$ cat config.mk
export PLATFORM = sky130hd
export DESIGN_NAME = black_frame_detector
export DESIGN_NICKNAME = d
export VERILOG_FILES = /design/src/hw/rtl/bfd_pkg.sv /design/src/hw/rtl/bfd_front.sv /design/src/hw/rtl/bfd_fifo.sv /design/src/hw/rtl/bfd_back.sv /design/src/hw/rtl/black_frame_detector.sv
export SDC_FILE = /design/constraint.sdc
export NUM_CORES = 1
export LEC_CHECK = 0
export ABC_CLOCK_PERIOD_IN_PS = 11300
export BUFFER_PORTS_ARGS = -buffer_cell sky130_fd_sc_hd__buf_2
export CORE_UTILIZATION = 37
export DETAILED_ROUTE_END_ITERATION = 12
export PLACE_DENSITY = 0.56
export SETUP_SLACK_MARGIN = 0.4
export SYNTH_ARGS = -nofsm -noshare
export SYNTH_HDL_FRONTEND = slang
export SYNTH_SLANG_ARGS = --single-unit
$ cat constraint.sdc
create_clock -name clk -period 11.3 [get_ports clk]
set_input_delay 1.13 -clock clk [delete_from_list [all_inputs] [get_ports clk]]
set_output_delay 1.13 -clock clk [all_outputs]
set_load 0.05 [all_outputs]
$ cat src/hw/rtl/bfd_pkg.sv
// Black frame detector: shared types, register indexes and constants.
// No dependencies; imported by every module of the block.
package bfd_pkg;

  localparam int DEF_MAX_DIM      = 8192;
  localparam int DEF_GRID_DIVISOR = 10;

  localparam int CFG_DATA_W  = 14;
  localparam int DIM_REG_W   = 14;
  localparam int THR_W       = 10;
  localparam int PCT_W       = 7;
  localparam int CHAN_W      = 8;
  localparam int SUM_W       = 10;
  localparam int COUNT_W     = 18;
  localparam int PROD_W      = COUNT_W + 8;
  localparam int SMALL_LIMIT = 10;
  localparam int PERCENT_SCALE = 100;

  localparam logic [COUNT_W-1:0] COUNT_MAX = '1;

  localparam logic [DIM_REG_W-1:0] RST_FRAME_WIDTH    = 14'd1920;
  localparam logic [DIM_REG_W-1:0] RST_FRAME_HEIGHT   = 14'd1080;
  localparam logic [THR_W-1:0]     RST_DARK_THRESHOLD = 10'd18;
  localparam logic [PCT_W-1:0]     RST_BLACK_PERCENT  = 7'd90;

  typedef enum logic [1:0] {
    REG_FRAME_WIDTH    = 2'd0,
    REG_FRAME_HEIGHT   = 2'd1,
    REG_DARK_THRESHOLD = 2'd2,
    REG_BLACK_PERCENT  = 2'd3
  } cfg_reg_t;

  typedef struct packed {
    logic [CHAN_W-1:0] red;
    logic [CHAN_W-1:0] green;
    logic [CHAN_W-1:0] blue;
  } pixel_t;

  typedef struct packed {
    logic               is_black;
    logic [COUNT_W-1:0] dark_samples;
    logic [COUNT_W-1:0] total_samples;
  } result_t;

  // per-frame job handed from front to back
  typedef struct packed {
    logic               small_frame;
    logic [COUNT_W-1:0] dark;
    logic [COUNT_W-1:0] total;
  } job_t;

  typedef struct packed {
    logic push;
  } front_status_t;

endpackage

$ cat src/hw/rtl/bfd_front.sv
// Black frame detector front: raster tracking, grid sampling, dark counting.
// Also derives the grid step by reciprocal multiplication. Uses bfd_pkg.
module bfd_front import bfd_pkg::*; #(
  parameter int MAX_DIM      = DEF_MAX_DIM,
  parameter int GRID_DIVISOR = DEF_GRID_DIVISOR
) (
  input  logic                 clk,
  input  logic                 rst,
  input  logic                 pixel_valid,
  output logic                 pixel_stall,
  input  pixel_t               pixel,
  input  logic [DIM_REG_W-1:0] frame_width,
  input  logic [DIM_REG_W-1:0] frame_height,
  input  logic [THR_W-1:0]     dark_threshold,
  input  logic                 restart,
  input  logic                 queue_full,
  output job_t                 job,
  output front_status_t        status
);

  localparam int DIM_W    = $clog2(MAX_DIM + 1);
  localparam int RECIP_SH = DIM_W + $clog2(GRID_DIVISOR);
  localparam int RECIP_W  = DIM_W + 1;
  localparam int SCALED_W = DIM_W + RECIP_W;
  localparam longint RECIP = ((longint'(1) << RECIP_SH) + longint'(GRID_DIVISOR) - 1)
                             / longint'(GRID_DIVISOR);

  localparam int RW_CL = (int'(RST_FRAME_WIDTH) > MAX_DIM) ? MAX_DIM : int'(RST_FRAME_WIDTH);
  localparam int RH_CL = (int'(RST_FRAME_HEIGHT) > MAX_DIM) ? MAX_DIM : int'(RST_FRAME_HEIGHT);
  localparam int RMIN  = (RW_CL < RH_CL) ? RW_CL : RH_CL;
  localparam int RQ    = RMIN / GRID_DIVISOR;
  localparam int RESET_STEP = (RQ < 1) ? 1 : RQ;

  logic [DIM_W-1:0] col_pos, row_pos, col_phase, row_phase, step;
  logic [COUNT_W-1:0] sample_cnt, dark_cnt;

  logic [DIM_W-1:0] w_cl, h_cl, min_dim;
  logic [SUM_W-1:0] sum;
  logic sampled, is_dark, line_end, frame_end, take, small_frame;
  logic [COUNT_W-1:0] sample_next, dark_next;
  logic [DIM_W-1:0] col_phase_next, row_phase_next;
  logic [SCALED_W-1:0] min_scaled;
  logic [DIM_W-1:0] step_quo, step_calc;

  function automatic logic [DIM_W-1:0] clamp_dim(input logic [DIM_REG_W-1:0] v);
    logic [DIM_W-1:0] r;
    if (v == '0) begin
      r = DIM_W'(1);
    end else if (int'(v) > MAX_DIM) begin
      r = DIM_W'(MAX_DIM);
    end else begin
      r = DIM_W'(v);
    end
    return r;
  endfunction

  assign w_cl    = clamp_dim(frame_width);
  assign h_cl    = clamp_dim(frame_height);
  assign min_dim = (w_cl < h_cl) ? w_cl : h_cl;

  // floor(min_dim / GRID_DIVISOR) by multiplying with a rounded-up reciprocal
  assign min_scaled = SCALED_W'(min_dim) * SCALED_W'(RECIP);
  assign step_quo   = DIM_W'(min_scaled >> RECIP_SH);
  assign step_calc  = (step_quo == '0) ? DIM_W'(1) : step_quo;

  assign pixel_stall = restart | queue_full;
  assign take        = pixel_valid & ~pixel_stall;

  assign sum = SUM_W'(pixel.red) + SUM_W'(pixel.green) + SUM_W'(pixel.blue);
  assign sampled = (col_phase == '0) && (row_phase == '0);
  assign is_dark = sum < dark_threshold;
  assign sample_next = (sampled && sample_cnt != COUNT_MAX) ? sample_cnt + 1'b1 : sample_cnt;
  assign dark_next = (sampled && is_dark && dark_cnt != COUNT_MAX) ? dark_cnt + 1'b1
                                                                   : dark_cnt;

  assign line_end    = ({1'b0, col_pos} + 1'b1) >= {1'b0, w_cl};
  assign frame_end   = line_end && (({1'b0, row_pos} + 1'b1) >= {1'b0, h_cl});
  assign small_frame = (int'(w_cl) < SMALL_LIMIT) || (int'(h_cl) < SMALL_LIMIT);

  assign col_phase_next = (({1'b0, col_phase} + 1'b1) >= {1'b0, step}) ? '0 : col_phase + 1'b1;
  assign row_phase_next = (({1'b0, row_phase} + 1'b1) >= {1'b0, step}) ? '0 : row_phase + 1'b1;

  assign job.small_frame = small_frame;
  assign job.dark        = dark_next;
  assign job.total       = sample_next;
  assign status.push     = take & frame_end;

  always_ff @(posedge clk) begin
    if (rst) begin
      col_pos    <= '0;
      row_pos    <= '0;
      col_phase  <= '0;
      row_phase  <= '0;
      sample_cnt <= '0;
      dark_cnt   <= '0;
      step       <= DIM_W'(RESET_STEP);
    end else if (restart) begin
      col_pos    <= '0;
      row_pos    <= '0;
      col_phase  <= '0;
      row_phase  <= '0;
      sample_cnt <= '0;
      dark_cnt   <= '0;
      step       <= step_calc;
    end else if (take) begin
      if (frame_end) begin
        col_pos    <= '0;
        row_pos    <= '0;
        col_phase  <= '0;
        row_phase  <= '0;
        sample_cnt <= '0;
        dark_cnt   <= '0;
      end else begin
        sample_cnt <= sample_next;
        dark_cnt   <= dark_next;
        if (line_end) begin
          col_pos   <= '0;
          col_phase <= '0;
          row_pos   <= row_pos + 1'b1;
          row_phase <= row_phase_next;
        end else begin
          col_pos   <= col_pos + 1'b1;
          col_phase <= col_phase_next;
        end
      end
    end
  end

endmodule

$ cat src/hw/rtl/bfd_fifo.sv
// Black frame detector: two-entry job queue between front and back.
// Uses job_t from bfd_pkg.
module bfd_fifo import bfd_pkg::*; (
  input  logic clk,
  input  logic rst,
  input  logic push,
  input  job_t push_data,
  input  logic pop,
  output job_t head,
  output logic not_empty,
  output logic full
);

  job_t mem [2];
  logic wr_ptr, rd_ptr;
  logic [1:0] count;

  assign head      = mem[rd_ptr];
  assign not_empty = count != 2'd0;
  assign full      = count == 2'd2;

  always_ff @(posedge clk) begin
    if (push) begin
      mem[wr_ptr] <= push_data;
    end
  end

  always_ff @(posedge clk) begin
    if (rst) begin
      wr_ptr <= 1'b0;
      rd_ptr <= 1'b0;
      count  <= 2'd0;
    end else begin
      if (push) begin
        wr_ptr <= ~wr_ptr;
      end
      if (pop) begin
        rd_ptr <= ~rd_ptr;
      end
      count <= count + {1'b0, push} - {1'b0, pop};
    end
  end

endmodule

$ cat src/hw/rtl/bfd_back.sv
// Black frame detector back: percentage judgment and result register.
// floor(100*dark/total) > p is evaluated as 100*dark >= (p+1)*total. Uses bfd_pkg.
module bfd_back import bfd_pkg::*; (
  input  logic             clk,
  input  logic             rst,
  input  job_t             head,
  input  logic             not_empty,
  output logic             pop,
  input  logic [PCT_W-1:0] black_percent,
  output logic             result_valid,
  input  logic             result_stall,
  output result_t          result
);

  logic [PROD_W-1:0] dark_scaled, limit;
  logic [PCT_W:0]    pct_p1;
  logic              black;

  assign pct_p1      = {1'b0, black_percent} + 1'b1;
  assign dark_scaled = PROD_W'(head.dark) * PROD_W'(PERCENT_SCALE);
  assign limit       = PROD_W'(head.total) * PROD_W'(pct_p1);
  assign black = head.small_frame | ((head.total != '0) && (dark_scaled >= limit));

  assign pop = not_empty & (~result_valid | ~result_stall);

  always_ff @(posedge clk) begin
    if (rst) begin
      result_valid <= 1'b0;
    end else if (pop) begin
      result_valid <= 1'b1;
    end else if (~result_stall) begin
      result_valid <= 1'b0;
    end
  end

  always_ff @(posedge clk) begin
    if (pop) begin
      result.is_black      <= black;
      result.dark_samples  <= head.dark;
      result.total_samples <= head.total;
    end
  end

endmodule

$ cat src/hw/rtl/black_frame_detector.sv
// Black frame detector top: config registers, front, job queue, back.
// Depends on bfd_pkg, bfd_front, bfd_fifo, bfd_back.
//
//  channel  | signals                          | payload
//  ---------+----------------------------------+----------------------------
//  pixel    | pixel_valid / pixel_stall        | pixel_t (red, green, blue)
//  result   | result_valid / result_stall      | result_t, one per frame
//  config   | cfg_valid / cfg_ready            | cfg_index, cfg_data
//
// One pixel per cycle while pixel_stall is low. result_valid rises after the last
// pixel of a frame has passed through the job queue and then the result register.
// A width or height write restarts the frame and raises pixel_stall in the cycle
// after the write while positions and counts clear and the grid step reloads.
// Reset is synchronous; the grid step for the reset size is loaded directly.
// pixel_stall also rises when the two-entry job queue is full.
module black_frame_detector import bfd_pkg::*; #(
  parameter int MAX_DIM      = DEF_MAX_DIM,
  parameter int GRID_DIVISOR = DEF_GRID_DIVISOR
) (
  input  logic                  clk,
  input  logic                  rst,
  input  logic                  pixel_valid,
  output logic                  pixel_stall,
  input  pixel_t                pixel,
  output logic                  result_valid,
  input  logic                  result_stall,
  output result_t               result,
  input  logic                  cfg_valid,
  output logic                  cfg_ready,
  input  logic [1:0]            cfg_index,
  input  logic [CFG_DATA_W-1:0] cfg_data
);

  logic [DIM_REG_W-1:0] frame_width, frame_height;
  logic [THR_W-1:0]     dark_threshold;
  logic [PCT_W-1:0]     black_percent;
  logic                 size_written;
  logic                 cfg_wr;

  job_t          job, head;
  front_status_t status;
  logic          q_full, q_not_empty, q_pop;

  assign cfg_ready = 1'b1;
  assign cfg_wr    = cfg_valid & cfg_ready;

  always_ff @(posedge clk) begin
    if (rst) begin
      frame_width    <= RST_FRAME_WIDTH;
      frame_height   <= RST_FRAME_HEIGHT;
      dark_threshold <= RST_DARK_THRESHOLD;
      black_percent  <= RST_BLACK_PERCENT;
      size_written   <= 1'b0;
    end else begin
      size_written <= 1'b0;
      if (cfg_wr) begin
        case (cfg_index)
          REG_FRAME_WIDTH: begin
            frame_width  <= cfg_data[DIM_REG_W-1:0];
            size_written <= 1'b1;
          end
          REG_FRAME_HEIGHT: begin
            frame_height <= cfg_data[DIM_REG_W-1:0];
            size_written <= 1'b1;
          end
          REG_DARK_THRESHOLD: begin
            dark_threshold <= cfg_data[THR_W-1:0];
          end
          REG_BLACK_PERCENT: begin
            black_percent <= cfg_data[PCT_W-1:0];
          end
          default: begin
          end
        endcase
      end
    end
  end

  bfd_front #(
    .MAX_DIM      (MAX_DIM),
    .GRID_DIVISOR (GRID_DIVISOR)
  ) u_front (
    .clk            (clk),
    .rst            (rst),
    .pixel_valid    (pixel_valid),
    .pixel_stall    (pixel_stall),
    .pixel          (pixel),
    .frame_width    (frame_width),
    .frame_height   (frame_height),
    .dark_threshold (dark_threshold),
    .restart        (size_written),
    .queue_full     (q_full),
    .job            (job),
    .status         (status)
  );

  bfd_fifo u_fifo (
    .clk       (clk),
    .rst       (rst),
    .push      (status.push),
    .push_data (job),
    .pop       (q_pop),
    .head      (head),
    .not_empty (q_not_empty),
    .full      (q_full)
  );

  bfd_back u_back (
    .clk           (clk),
    .rst           (rst),
    .head          (head),
    .not_empty     (q_not_empty),
    .pop           (q_pop),
    .black_percent (black_percent),
    .result_valid  (result_valid),
    .result_stall  (result_stall),
    .result        (result)
  );

  a_no_overflow: assert property (@(posedge clk) disable iff (rst)
    status.push |-> !q_full)
    else $error("job pushed into full queue");

  a_result_hold: assert property (@(posedge clk) disable iff (rst)
    (result_valid && result_stall) |=> (result_valid && $stable(result)))
    else $error("stalled result changed or dropped");

  a_size_write_stalls: assert property (@(posedge clk) disable iff (rst)
    (cfg_wr && (cfg_index == REG_FRAME_WIDTH || cfg_index == REG_FRAME_HEIGHT))
      |=> pixel_stall)
    else $error("pixel accepted right after size write");

  a_counts_order: assert property (@(posedge clk) disable iff (rst)
    result_valid |-> (result.dark_samples <= result.total_samples))
    else $error("dark count exceeds sample count");

endmodule
==> summary.md, run 1 <==
| Metric | Value |
|---|---|
| Synth async-reset ratio | `0` |
| Comb power frac | `0.649` |
| Starting Density | `0.373` |
| TritonCTS clock tree | `built` |
| Largest net degree at the start of global routing | `67` |
| Util after Layout | `0.412` |
| Max-slew headroom | `0.181` |
| Grt met2 use | `0.323` |
| Full die area | `0.0659 mm^2` |
| FF-to-FF End | `u_front.step[0]$_SDFFE_PP0P_` |
| FF+latch count, synth | `266` |
| Fill cells | `6400` |
| Mean Syn Cell Area | `9.14 um^2` |
| Min-delay src | `dark_threshold[2]$_SDFFE_PP0P_` |
| CP Capture Type | `flip-flop` |
| Post-synth top area share | `0.171` |
| Clock network fraction of total power | `0.174` |
| Share of the yosys chip area belonging to registers | `0.268` |
| Global-route wire length before repair | `97.0 mm` |
| GP Congestion | `0.855` |
| CTS max path bufs | `3` |
| Worst-Margin Slew | `1220 ps` |
| Flop-to-flop setup slack | `1250 ps` |
| Clock Tree Root | `clkbuf_16` |
| # clock sinks | `266` |
| Maximum VDD drop | `443 uV` |
| # diodes | `0` |
| Initial antenna violation count | `1` |
| Design Power | `6.45 mW` |
| Cells after synthesis | `2627` |
| Pwr dens | `243 mW/mm^2` |
| DP HPWL | `47.0 mm` |
| Die Y-Extent | `257 um` |
| Status | `complete, no violations` |
| Worst-Skew Late Latency | `580 ps` |
| Synth Area in Adders | `0.315` |
| Total CTS buffers | `31` |
| Wire per inst | `16.5 um` |
| Reg2reg start | `frame_width[1]$_SDFFE_PP0P_` |
| Post-Synth Simple-Gate Area | `0.157` |
| Cell accounting for the most synthesized area | `ha_1` |
| Via count | `18100` |
| Layout area overhead | `10.4%` |
| Overflow after GRT | `0` |
| GRT Max-Usage Layer | `met2` |
| Distinct cell type count after synthesis | `81` |
| Tcrit/Tclk final | `0.889` |
| # IOs | `85` |
| Seq pwr share | `0.177` |
| CP Data Arrival Time | `10520 ps` |
| Num rows | `93` |
| Xor/xnor share of the synthesized area | `0.0558` |
| Initial DRC count | `897` |
| Most frequent cells after synthesis | `inv_1, ha_1, nand2_1` |
| Compound-Gate Fraction of Synth Area | `0.109` |
| Max cap viols | `0` |
| Setup bufs post-CTS | `0` |
| WHS Path Cells | `2` |
| CP Launch Type | `flip-flop` |
| Fin crit period | `10050 ps` |
| Max H-tree Level | `1` |
| Hold Path Sink | `dark_threshold[2]$_SDFFE_PP0P_` |
| EDFF count, synth | `111` |
| Crit Path Class | `reg2reg` |
| Fmax | `99.5 MHz` |
| Detailed-route DRC error count | `0` |
| First-pass DRT Iterations | `6` |
| Vias in the first global route | `18500` |
| Met3 Usage GRT | `0.0164` |
| Clock skew | `22.5 ps` |
| Int Pwr | `3.45 mW` |
| Main combinational cell family by area after synthesis | `adder cells` |
| Mapped Area | `0.0240 mm^2` |
| CTS Hold Bufs | `0` |
| Number of synthesis warnings | `0` |
| Top area cells in the synthesized netlist | `ha_1, fa_1, edfxtp_1` |
| Setup repair after global routing missed its margin | `false` |
| Worst Path Required | `11770 ps` |
| Port bufs | `83` |
| Top_reg_cell synth | `dfxtp_1` |
| Nets | `3228` |
| CP bufs+invs | `6` |
| HP Class | `reg2reg` |
| Critical-path top delay cell | `fa_1` |
| Final setup viols | `0` |
| Antenna viol nets, final | `0` |
| Most common cell in the netlist | `inv_1` |
| Max-slew violation count | `0` |
| Final wirelength | `58.8 mm` |
| Die X | `257 um` |
| Syn nets | `3173` |
| Crit Path Max Fanout | `27` |
| Switch Pwr | `3.00 mW` |
| Mux cell area share after synthesis | `0.0223` |
| Setup tns final | `0 ps` |
| Crit-path most repeated cell | `inv_1` |
| Gr usage total | `0.180` |
| R2R cell count | `34` |
| Worst-path clk slew | `60 ps` |
| Final hold violations | `0` |
| CP delay by family, top | `adder cells` |
| Grt met1 use | `0.232` |
| Leak pwr | `12.6 nW` |
| Slowest stage delay, CP | `560 ps` |
| Core Region | `0.0643 mm^2` |
| Via/cell ratio | `5.08` |
| Layout cells sized above 1 | `0.0754` |
| Sw frac | `0.465` |
-- logic make-up (layout without fill, tap and decap cells) --
kind of cell | Yosys count | after routing
flops | 266 | 266
buf+inv | 463 | 542
xor+xnor | 153 | 153
fa+ha+maj | 501 | 501
simple gates | 794 | 794
other cells | 1 | 1
mux | 51 | 51
compound gates | 398 | 398
-- tightest hold or removal path, cell delays in order (launching register included) --
cell	delay (ps)
dfxtp_1	310
nand2_1	50
a21oi_1	50
-- cell type report --
cell class,instances,area [um^2],share of cell area
tap,855,1070,0.0403
clock inverter,24,353,0.0133
inverter,384,1440,0.0543
timing repair buffer,101,551,0.0208
multi-input combinational,1898,15900,0.599
sequential,266,6440,0.243
clock buffer,33,783,0.0295
-- repair_timing --
action,4_1_cts,5_1_grt
gates resized for setup,0,2
endpoints found under the setup margin,0,1
endpoints found under the hold margin,0,0
-- routing by layer --
layer | share of wire | vias to the layer above
li1 | - | 8983
met1 | 0.44 | 8781
met2 | 0.50 | 266
met3 | 0.032 | 68
met4 | 0.022 | 0
met5 | 0 | -
-- sequential cells by signal, summed over array words and instances (netlist names), 7 cells and up, named ones only --
register / count
u_fifo.mem: 74
u_back.result: 37
u_front.dark_cnt: 18
u_front.sample_cnt: 18
frame_height: 14
frame_width: 14
u_front.col_phase: 14
u_front.col_pos: 14
u_front.row_phase: 14
u_front.row_pos: 14
u_front.step: 11
dark_threshold: 10
black_percent: 7
-- power groups by stage --
stage / registers, mW / logic (mW) / clock network [mW]
after floorplan: 1.34 / 2.99 / 0
after global placement: 1.17 / 4.13 / 0
after detailed placement: 1.17 / 4.21 / 0
after CTS: 1.15 / 4.25 / 1.15
after global routing: 1.15 / 4.82 / 1.19
final: 1.14 / 4.19 / 1.12
-- worst max path at each step --
| stage | cells past startpoint | slack (ps) | startpoint | to |
|---|---|---|---|---|
| floorplan | 34 | 2220 | frame_width[1]$_SDFFE_PP0P_ | u_front.step[0]$_SDFFE_PP0P_ |
| global placement | 33 | 1220 | frame_width[1]$_SDFFE_PP0P_ | u_front.step[0]$_SDFFE_PP0P_ |
| detailed placement | 33 | 1040 | frame_width[1]$_SDFFE_PP0P_ | u_front.step[0]$_SDFFE_PP0P_ |
| CTS | 33 | 960 | frame_width[1]$_SDFFE_PP0P_ | u_front.step[0]$_SDFFE_PP0P_ |
| global route | 35 | 390 | frame_width[5]$_SDFFE_PP0P_ | u_front.step[0]$_SDFFE_PP0P_ |
| finish | 34 | 1250 | frame_width[1]$_SDFFE_PP0P_ | u_front.step[0]$_SDFFE_PP0P_ |
-- per-stage QoR --
step	setup WS, ps	instance area, um^2	cells	hold WS [ps]
4_1_cts	962	26500	3561	459
3_3_place_gp	1220	25400	3504	444
3_5_place_dp	1040	25400	3504	450
6_report	1250	26500	3561	460
2_1_floorplan	2220	24000	2627	436
5_1_grt	389	26500	3561	492
-- cells in the final DEF, fill, tap and decap left out, types with 10 or more instances in the layout --
| cell type | count |
|---|---|
| a211oi_1 | 12 |
| a21o_1 | 46 |
| a21oi_1 | 137 |
| a31oi_1 | 14 |
| a32o_1 | 18 |
| and2_1 | 24 |
| and3_1 | 29 |
| buf_2 | 83 |
| buf_4 | 18 |
| clkbuf_16 | 31 |
| dfxtp_1 | 154 |
| edfxtp_1 | 111 |
| fa_1 | 172 |
| ha_1 | 329 |
| inv_1 | 379 |
| mux2_2 | 10 |
| mux2i_1 | 39 |
| nand2_1 | 281 |
| nand2b_1 | 29 |
| nand3_1 | 83 |
| nand3b_1 | 26 |
| nand4_1 | 26 |
| nor2_1 | 173 |
| nor2b_1 | 21 |
| nor3_1 | 34 |
| nor4_1 | 20 |
| o21a_1 | 10 |
| o21ai_0 | 31 |
| o21ai_1 | 40 |
| xnor2_1 | 92 |
| xor2_1 | 59 |
Power figures use the tool's default switching activity.
==> inputs of run 2 (changes only) <==
--- a/config.mk
+++ b/config.mk
@@ -8,6 +8,7 @@
 export ABC_CLOCK_PERIOD_IN_PS = 11300
 export BUFFER_PORTS_ARGS = -buffer_cell sky130_fd_sc_hd__buf_2
 export CORE_UTILIZATION = 37
+export CTS_BUF_LIST = sky130_fd_sc_hd__clkbuf_2
 export DETAILED_ROUTE_END_ITERATION = 12
 export PLACE_DENSITY = 0.56
 export SETUP_SLACK_MARGIN = 0.4
==> run 2 against run 1 <==
  * Setup slack improved by 22 ps
  * Register-to-register slack better by 20 ps
  * Critical path depth fell by 1
  * Routed wire length increased by 1.1%
  * Combinational power is essentially flat
  * Critical path type unchanged
==> summary.md, run 2 (synthesis gave the netlist of run 1 again) <==
| Metric | Value |
|---|---|
| Initial DRC count | `863 (was 897)` |
| Worst-Skew Late Latency | `990 ps (was 580 ps)` |
| Design Power | `6.04 mW (was 6.45 mW)` |
| Final wirelength | `59.4 mm (was 58.8 mm)` |
| Nets | `3271 (was 3228)` |
| Clock Tree Root | `clkbuf_2 (was clkbuf_16)` |
| First-pass DRT Iterations | `5 (was 6)` |
| Clock skew | `83.3 ps (was 22.5 ps)` |
| Via/cell ratio | `5.07 (was 5.08)` |
| CTS resizes | `0 (unchanged)` |
| Setup tns final | `0 ps (unchanged)` |
| Tcrit/Tclk final | `0.887 (was 0.889)` |
| WHS Path Cells | `3 (was 2)` |
| Wire per inst | `16.3 um (was 16.5 um)` |
| FF-to-FF End | `u_front.step[0]$_SDFFE_PP0P_ (unchanged)` |
| CP Capture Type | `flip-flop (unchanged)` |
| Setup bufs post-CTS | `0 (unchanged)` |
| Max cap viols | `0 (unchanged)` |
| Status | `complete, no violations (unchanged)` |
| Via count | `18400 (was 18100)` |
| Total CTS buffers | `74 (was 31)` |
| Layout cells sized above 1 | `0.0982 (was 0.0754)` |
| DP Area | `0.0254 mm^2 (unchanged)` |
| Detailed-route DRC error count | `0 (unchanged)` |
| Reg2reg start | `frame_width[1]$_SDFFE_PP0P_ (unchanged)` |
| TritonCTS clock tree | `built (unchanged)` |
| Worst-path clk slew | `100 ps (was 60 ps)` |
| DP HPWL | `47.0 mm (unchanged)` |
| Layout area overhead | `8.50% (was 10.4%)` |
| Largest net degree at the start of global routing | `67 (unchanged)` |
| Flop-to-flop setup slack | `1270 ps (was 1250 ps)` |
| Most frequent cells in the layout | `inv_1, ha_1, nand2_1, nor2_1, fa_1 (unchanged)` |
| Commonest non-fill, non-tap cell in the layout | `inv_1 (unchanged)` |
| Final setup viols | `0 (unchanged)` |
| # clock sinks | `266 (unchanged)` |
| Final hold violations | `0 (unchanged)` |
| Util after Layout | `0.405 (was 0.412)` |
| R2R cell count | `33 (was 34)` |
| Initial antenna violation count | `4 (was 1)` |
| Worst Path Required | `12180 ps (was 11770 ps)` |
| Max H-tree Level | `3 (was 1)` |
| Pwr dens | `232 mW/mm^2 (was 243 mW/mm^2)` |
| Overflow after GRT | `0 (unchanged)` |
| Critical-path top delay cell | `o21ai_0 (was fa_1)` |
| Fin crit period | `10030 ps (was 10050 ps)` |
| CTS max path bufs | `3 (unchanged)` |
| Fmax | `99.7 MHz (was 99.5 MHz)` |
| # IOs | `85 (unchanged)` |
| Max FFs per register | `74 (unchanged)` |
| Slowest stage delay, CP | `590 ps (was 560 ps)` |
| CP Launch Type | `flip-flop (unchanged)` |
| HP Class | `in2reg (was reg2reg)` |
| Crit Path Class | `reg2reg (unchanged)` |
| CTS Hold Bufs | `0 (unchanged)` |
| Die X | `257 um (unchanged)` |
| Starting Density | `0.373 (unchanged)` |
| Full die area | `0.0659 mm^2 (unchanged)` |
| Antenna viol nets, final | `0 (unchanged)` |
| Core Region | `0.0643 mm^2 (unchanged)` |
| Biggest regs | `u_fifo.mem: 74 flops, u_back.result: 37 flops (unchanged)` |
| Die Y-Extent | `257 um (unchanged)` |
| Vias in the first global route | `18900 (was 18500)` |
| Setup repair after global routing missed its margin | `false (unchanged)` |
| CP Data Arrival Time | `10910 ps (was 10520 ps)` |
| Crit Path Max Fanout | `27 (unchanged)` |
| Post-route cell area | `0.0261 mm^2 (was 0.0265 mm^2)` |
| Port bufs | `83 (unchanged)` |
| Hold Path Sink | `frame_width[10]$_SDFFE_PP1P_ (was dark_threshold[2]$_SDFFE_PP0P_)` |
| Max-slew violation count | `0 (unchanged)` |
| WHS | `391 ps (was 460 ps)` |
| Worst-Margin Slew | `1210 ps (was 1220 ps)` |
| Max-slew headroom | `0.193 (was 0.181)` |
| GP Congestion | `0.855 (unchanged)` |
| Global-route wire length before repair | `98.2 mm (was 97.0 mm)` |
| Top reg by flops | `u_fifo.mem (unchanged)` |
| Maximum VDD drop | `444 uV (was 443 uV)` |
| Gr usage total | `0.184 (was 0.180)` |
| Leak pwr | `12.6 nW (about the same)` |
| Min-delay src | `cfg_data[10] (was dark_threshold[2]$_SDFFE_PP0P_)` |
| Num rows | `93 (unchanged)` |
## run 2: cell count changes in the layout (fill, tap and decap cells not counted), sizes merged
| cell | change |
|---|---|
| clkinvlp | -3 |
| inv | -1 |
| diode | +1 |
| clkinv | +5 |
| bufinv | -7 |
| clkbuf | +79 |
## run 2: worst max-delay path by stage
stage,from,end,cells past startpoint
global route,frame_width[5]$_SDFFE_PP0P_,u_front.step[0]$_SDFFE_PP0P_,35
global placement,frame_width[1]$_SDFFE_PP0P_,u_front.step[0]$_SDFFE_PP0P_,33
floorplan,frame_width[1]$_SDFFE_PP0P_,u_front.step[0]$_SDFFE_PP0P_,34
finish,frame_width[1]$_SDFFE_PP0P_,u_front.step[0]$_SDFFE_PP0P_,33
CTS,frame_width[1]$_SDFFE_PP0P_,u_front.step[0]$_SDFFE_PP0P_,33
detailed placement,frame_width[1]$_SDFFE_PP0P_,u_front.step[0]$_SDFFE_PP0P_,33
## run 2: cell type report
type,instances,area (um^2)
antenna,1,2.50
clock buffer,112,561
clock inverter,18,115
fill,6500,38300
inverter,384,1440
multi-input combinational,1898,15900
sequential,266,6440
tap,855,1070
timing repair buffer,101,551
## run 2: metrics by stage
stage / setup WS, ps / std cells
2_1_floorplan: 2220 / 2627
3_3_place_gp: 1220 / 3504
3_5_place_dp: 1040 / 3504
4_1_cts: 955 / 3634
5_1_grt: 369 / 3635
6_report: 1270 / 3635
## run 2: layer usage
layer  part of all wire  wire, um  global-route usage  up-vias
li1                   -         -                   -     9122
met1               0.44     26000               0.229     8882
met2               0.50     29600               0.324      317
met3              0.037      2170              0.0247       92
met4              0.027      1620              0.0693        4
met5            0.00045        27                   0        -
## run 2: where the power goes
part	internal (mW)	leakage, nW	total [mW]	switching [mW]
logic	1.66	9.71	4.18	2.53
registers	1.11	2.37	1.14	0.0367
clock network	0.288	0.521	0.715	0.427
total	3.05	12.6	6.04	2.99
## run 2: critical path, delay by kind of cell, from the launching register on
family	cells	cell delay [ps]
compound gates	12	3390
xor+xnor	1	110
fa+ha+maj	8	3520
buf+inv	5	390
flops	1	350
simple gates	7	2130
==> inputs of run 3 (changes only) <==
--- a/config.mk
+++ b/config.mk
@@ -6,11 +6,12 @@
 export NUM_CORES = 1
 export LEC_CHECK = 0
 export ABC_CLOCK_PERIOD_IN_PS = 11300
-export BUFFER_PORTS_ARGS = -buffer_cell sky130_fd_sc_hd__buf_2
 export CORE_UTILIZATION = 37
 export CTS_BUF_LIST = sky130_fd_sc_hd__clkbuf_2
 export DETAILED_ROUTE_END_ITERATION = 12
-export PLACE_DENSITY = 0.56
+export DONT_BUFFER_PORTS = 1
+export GPL_TIMING_DRIVEN = 0
+export PLACE_DENSITY = 0.55
 export SETUP_SLACK_MARGIN = 0.4
 export SYNTH_ARGS = -nofsm -noshare
 export SYNTH_HDL_FRONTEND = slang
==> run 3 against run 2 <==
  * Design area decreased by 0.49%
  * Cell count down 0.33%
  * Routed wire length up 2.6%
  * Non-clock buffer count down 20
  * First-iteration DRC count grew 25%
  * Global-route usage is 0.23 points higher
  * Die area is the same
  * Combinational power fell by 5.7%
  * Critical path depth is 1 higher
  * Largest power group unchanged
  * Register-to-register slack is essentially flat
  * Critical path type unchanged
  * Setup slack improved by 2.3 ps
  * Clock skew is 43 ps higher
==> summary.md, run 3 (synthesis gave the netlist of run 1 again) <==
| Metric | Value |
|---|---|
| Via count | `18500 (was 18400)` |
| CP delay by family, top | `compound AO/OA/AOI/OAI gates (was adder cells)` |
| Layout area overhead | `7.96% (was 8.50%)` |
| Crit Path Max Fanout | `10 (was 27)` |
| Final wirelength | `61.0 mm (was 59.4 mm)` |
| Vias in the first global route | `19000 (was 18900)` |
| Worst Path Required | `12220 ps (was 12180 ps)` |
| Starting Density | `0.373 (unchanged)` |
| Initial DRC count | `1081 (was 863)` |
| Max-slew headroom | `0.131 (was 0.193)` |
| Clock skew | `126 ps (was 83.3 ps)` |
| Initial antenna violation count | `3 (was 4)` |
| Via/cell ratio | `5.10 (was 5.07)` |
| Crit Path Class | `reg2reg (unchanged)` |
| FF-to-FF End | `u_front.step[0]$_SDFFE_PP0P_ (unchanged)` |
| CP Capture Type | `flip-flop (unchanged)` |
| Seq pwr share | `0.220 (was 0.189)` |
| Pwr dens | `233 mW/mm^2 (was 232 mW/mm^2)` |
| GP Congestion | `0.880 (was 0.855)` |
| Most frequent cells in the layout | `inv_1, ha_1, nand2_1, nor2_1, fa_1 (unchanged)` |
| Stages on the worst setup path | `34 (was 33)` |
| DP HPWL | `49.4 mm (was 47.0 mm)` |
| Setup bufs post-CTS | `0 (unchanged)` |
| Full die area | `0.0659 mm^2 (unchanged)` |
| Flop-to-flop setup slack | `1280 ps (was 1270 ps)` |
| Port bufs | `0 (was 83)` |
| Setup repair after global routing missed its margin | `false (unchanged)` |
| Comb power frac | `0.651 (was 0.693)` |
| Wire per inst | `16.8 um (was 16.3 um)` |
| Worst-Skew Late Latency | `1080 ps (was 990 ps)` |
| # IOs | `85 (unchanged)` |
| Final setup viols | `0 (unchanged)` |
| CTS max path bufs | `3 (unchanged)` |
| Layout cells sized above 1 | `0.0647 (was 0.0982)` |
| Maximum VDD drop | `435 uV (was 444 uV)` |
| Commonest non-fill, non-tap cell in the layout | `inv_1 (unchanged)` |
| R2R cell count | `34 (was 33)` |
| Int Pwr | `3.08 mW (was 3.05 mW)` |
| Final hold violations | `0 (unchanged)` |
| Max FFs per register | `74 (unchanged)` |
| CP Data Arrival Time | `10950 ps (was 10910 ps)` |
| HP Class | `in2reg (unchanged)` |
| Top reg by flops | `u_fifo.mem (unchanged)` |
| Max cap viols | `0 (unchanged)` |
| Global-route wire length before repair | `99.0 mm (was 98.2 mm)` |
| CP startpoint | `frame_height[8]$_SDFFE_PP0P_ (was frame_width[1]$_SDFFE_PP0P_)` |
| Status | `complete, no violations (unchanged)` |
| CTS resizes | `0 (unchanged)` |
| Design Power | `6.05 mW (was 6.04 mW)` |
| Fin crit period | `10020 ps (was 10030 ps)` |
| Largest net degree at the start of global routing | `38 (was 67)` |
| Worst-Margin Slew | `1300 ps (was 1210 ps)` |
| Gr usage total | `0.187 (was 0.184)` |
| Max H-tree Level | `3 (unchanged)` |
| First-pass DRT Iterations | `5 (unchanged)` |
| Overflow after GRT | `0 (unchanged)` |
| Place WS | `893 ps (was 1040 ps)` |
| Die X | `257 um (unchanged)` |
| Setup ws final | `1280 ps (was 1270 ps)` |
| Fill cells | `6452 (was 6500)` |
| Nets | `3252 (was 3271)` |
| Num rows | `93 (unchanged)` |
| Setup tns final | `0 ps (unchanged)` |
| Util after Layout | `0.403 (was 0.405)` |
| Die Y-Extent | `257 um (unchanged)` |
| Cell Count Post-Placement | `3484 (was 3504)` |
| Total CTS buffers | `75 (was 74)` |
| Sw frac | `0.491 (was 0.495)` |
| Critical-path top delay cell | `o21ai_0 (unchanged)` |
| Fmax | `99.8 MHz (was 99.7 MHz)` |
| Clock network fraction of total power | `0.129 (was 0.118)` |
| Antenna viol nets, final | `0 (unchanged)` |
| CP Launch Type | `flip-flop (unchanged)` |
| CP bufs+invs | `5 (unchanged)` |
| Tcrit/Tclk final | `0.887 (about the same)` |
| Reg2reg start | `frame_height[8]$_SDFFE_PP0P_ (was frame_width[1]$_SDFFE_PP0P_)` |
| Biggest regs | `u_fifo.mem: 74 flops, u_back.result: 37 flops (unchanged)` |
| CTS Hold Bufs | `0 (unchanged)` |
| Leak pwr | `12.3 nW (was 12.6 nW)` |
| Detailed-route DRC error count | `0 (unchanged)` |
| Clock Tree Root | `clkbuf_2 (unchanged)` |
| Layout Cells excl Fill | `3623 (was 3635)` |
| Max-slew violation count | `0 (unchanged)` |
| Critical Path End | `u_front.step[0]$_SDFFE_PP0P_ (unchanged)` |
| Slowest stage delay, CP | `650 ps (was 590 ps)` |
| Worst-path clk slew | `130 ps (was 100 ps)` |
| TritonCTS clock tree | `built (unchanged)` |
| # clock sinks | `266 (unchanged)` |
| Switch Pwr | `2.97 mW (was 2.99 mW)` |
| Core Region | `0.0643 mm^2 (unchanged)` |
## run 3: how the worst min path moves through the flow
stage / from / end / slack (ps) / cells past startpoint
after floorplan: dark_threshold[2]$_SDFFE_PP0P_ / dark_threshold[2]$_SDFFE_PP0P_ / 440 / 2
after global placement: dark_threshold[0]$_SDFFE_PP0P_ / dark_threshold[0]$_SDFFE_PP0P_ / 450 / 2
after detailed placement: dark_threshold[5]$_SDFFE_PP0P_ / dark_threshold[5]$_SDFFE_PP0P_ / 450 / 2
after CTS: result_stall / u_back.result_valid$_SDFFE_PP0P_ / 110 / 2
after global routing: cfg_data[0] / dark_threshold[0]$_SDFFE_PP0P_ / 170 / 2
final: cfg_data[4] / dark_threshold[4]$_SDFFE_PP1P_ / 230 / 2
## run 3: through the flow
stage               hold slack (ps)  instance area, um^2
finish                          235                25900
global placement                447                25100
CTS                             113                25900
detailed placement              450                25200
floorplan                       436                24000
global route                    171                25900
## run 3: per-layer routing
layer  vias up  share of wire  global-route usage
met5         -        0.00026                   0
met1      8902           0.44               0.228
met4         2          0.027              0.0683
met2       388           0.50               0.329
li1       9088              -                   -
met3       104          0.040              0.0289
## run 3: power groups by stage
stage / Sequential, mW / Combinational (mW) / Clock (mW)
after floorplan: 1.34 / 2.99 / 0
after global placement: 1.37 / 3.87 / 0
after detailed placement: 1.36 / 3.97 / 0
after CTS: 1.34 / 4.01 / 0.816
after global routing: 1.34 / 4.59 / 0.861
final: 1.33 / 3.94 / 0.783
## run 3: cell type report
class / count / area (um^2) / area share
timing repair buffer: 2 / 47.5 / 0.00183
clock buffer: 110 / 551 / 0.0212
antenna: 2 / 5.00 / 0.000193
multi-input combinational: 1898 / 15900 / 0.612
sequential: 266 / 6440 / 0.248
tap: 855 / 1070 / 0.0413
inverter: 384 / 1440 / 0.0556
buffer: 79 / 304 / 0.0117
clock inverter: 27 / 209 / 0.00806
## run 3: worst register-to-register path, delay by kind of cell, from the launching register on
family / cells / cell delay [ps]
AOI/OAI and AO/OA: 12 / 3490
and+or+nand+nor: 8 / 1970
adders and majority gates: 8 / 3490
buffers and inverters: 5 / 520
xor gates and xnor gates: 1 / 130
DFF: 1 / 380
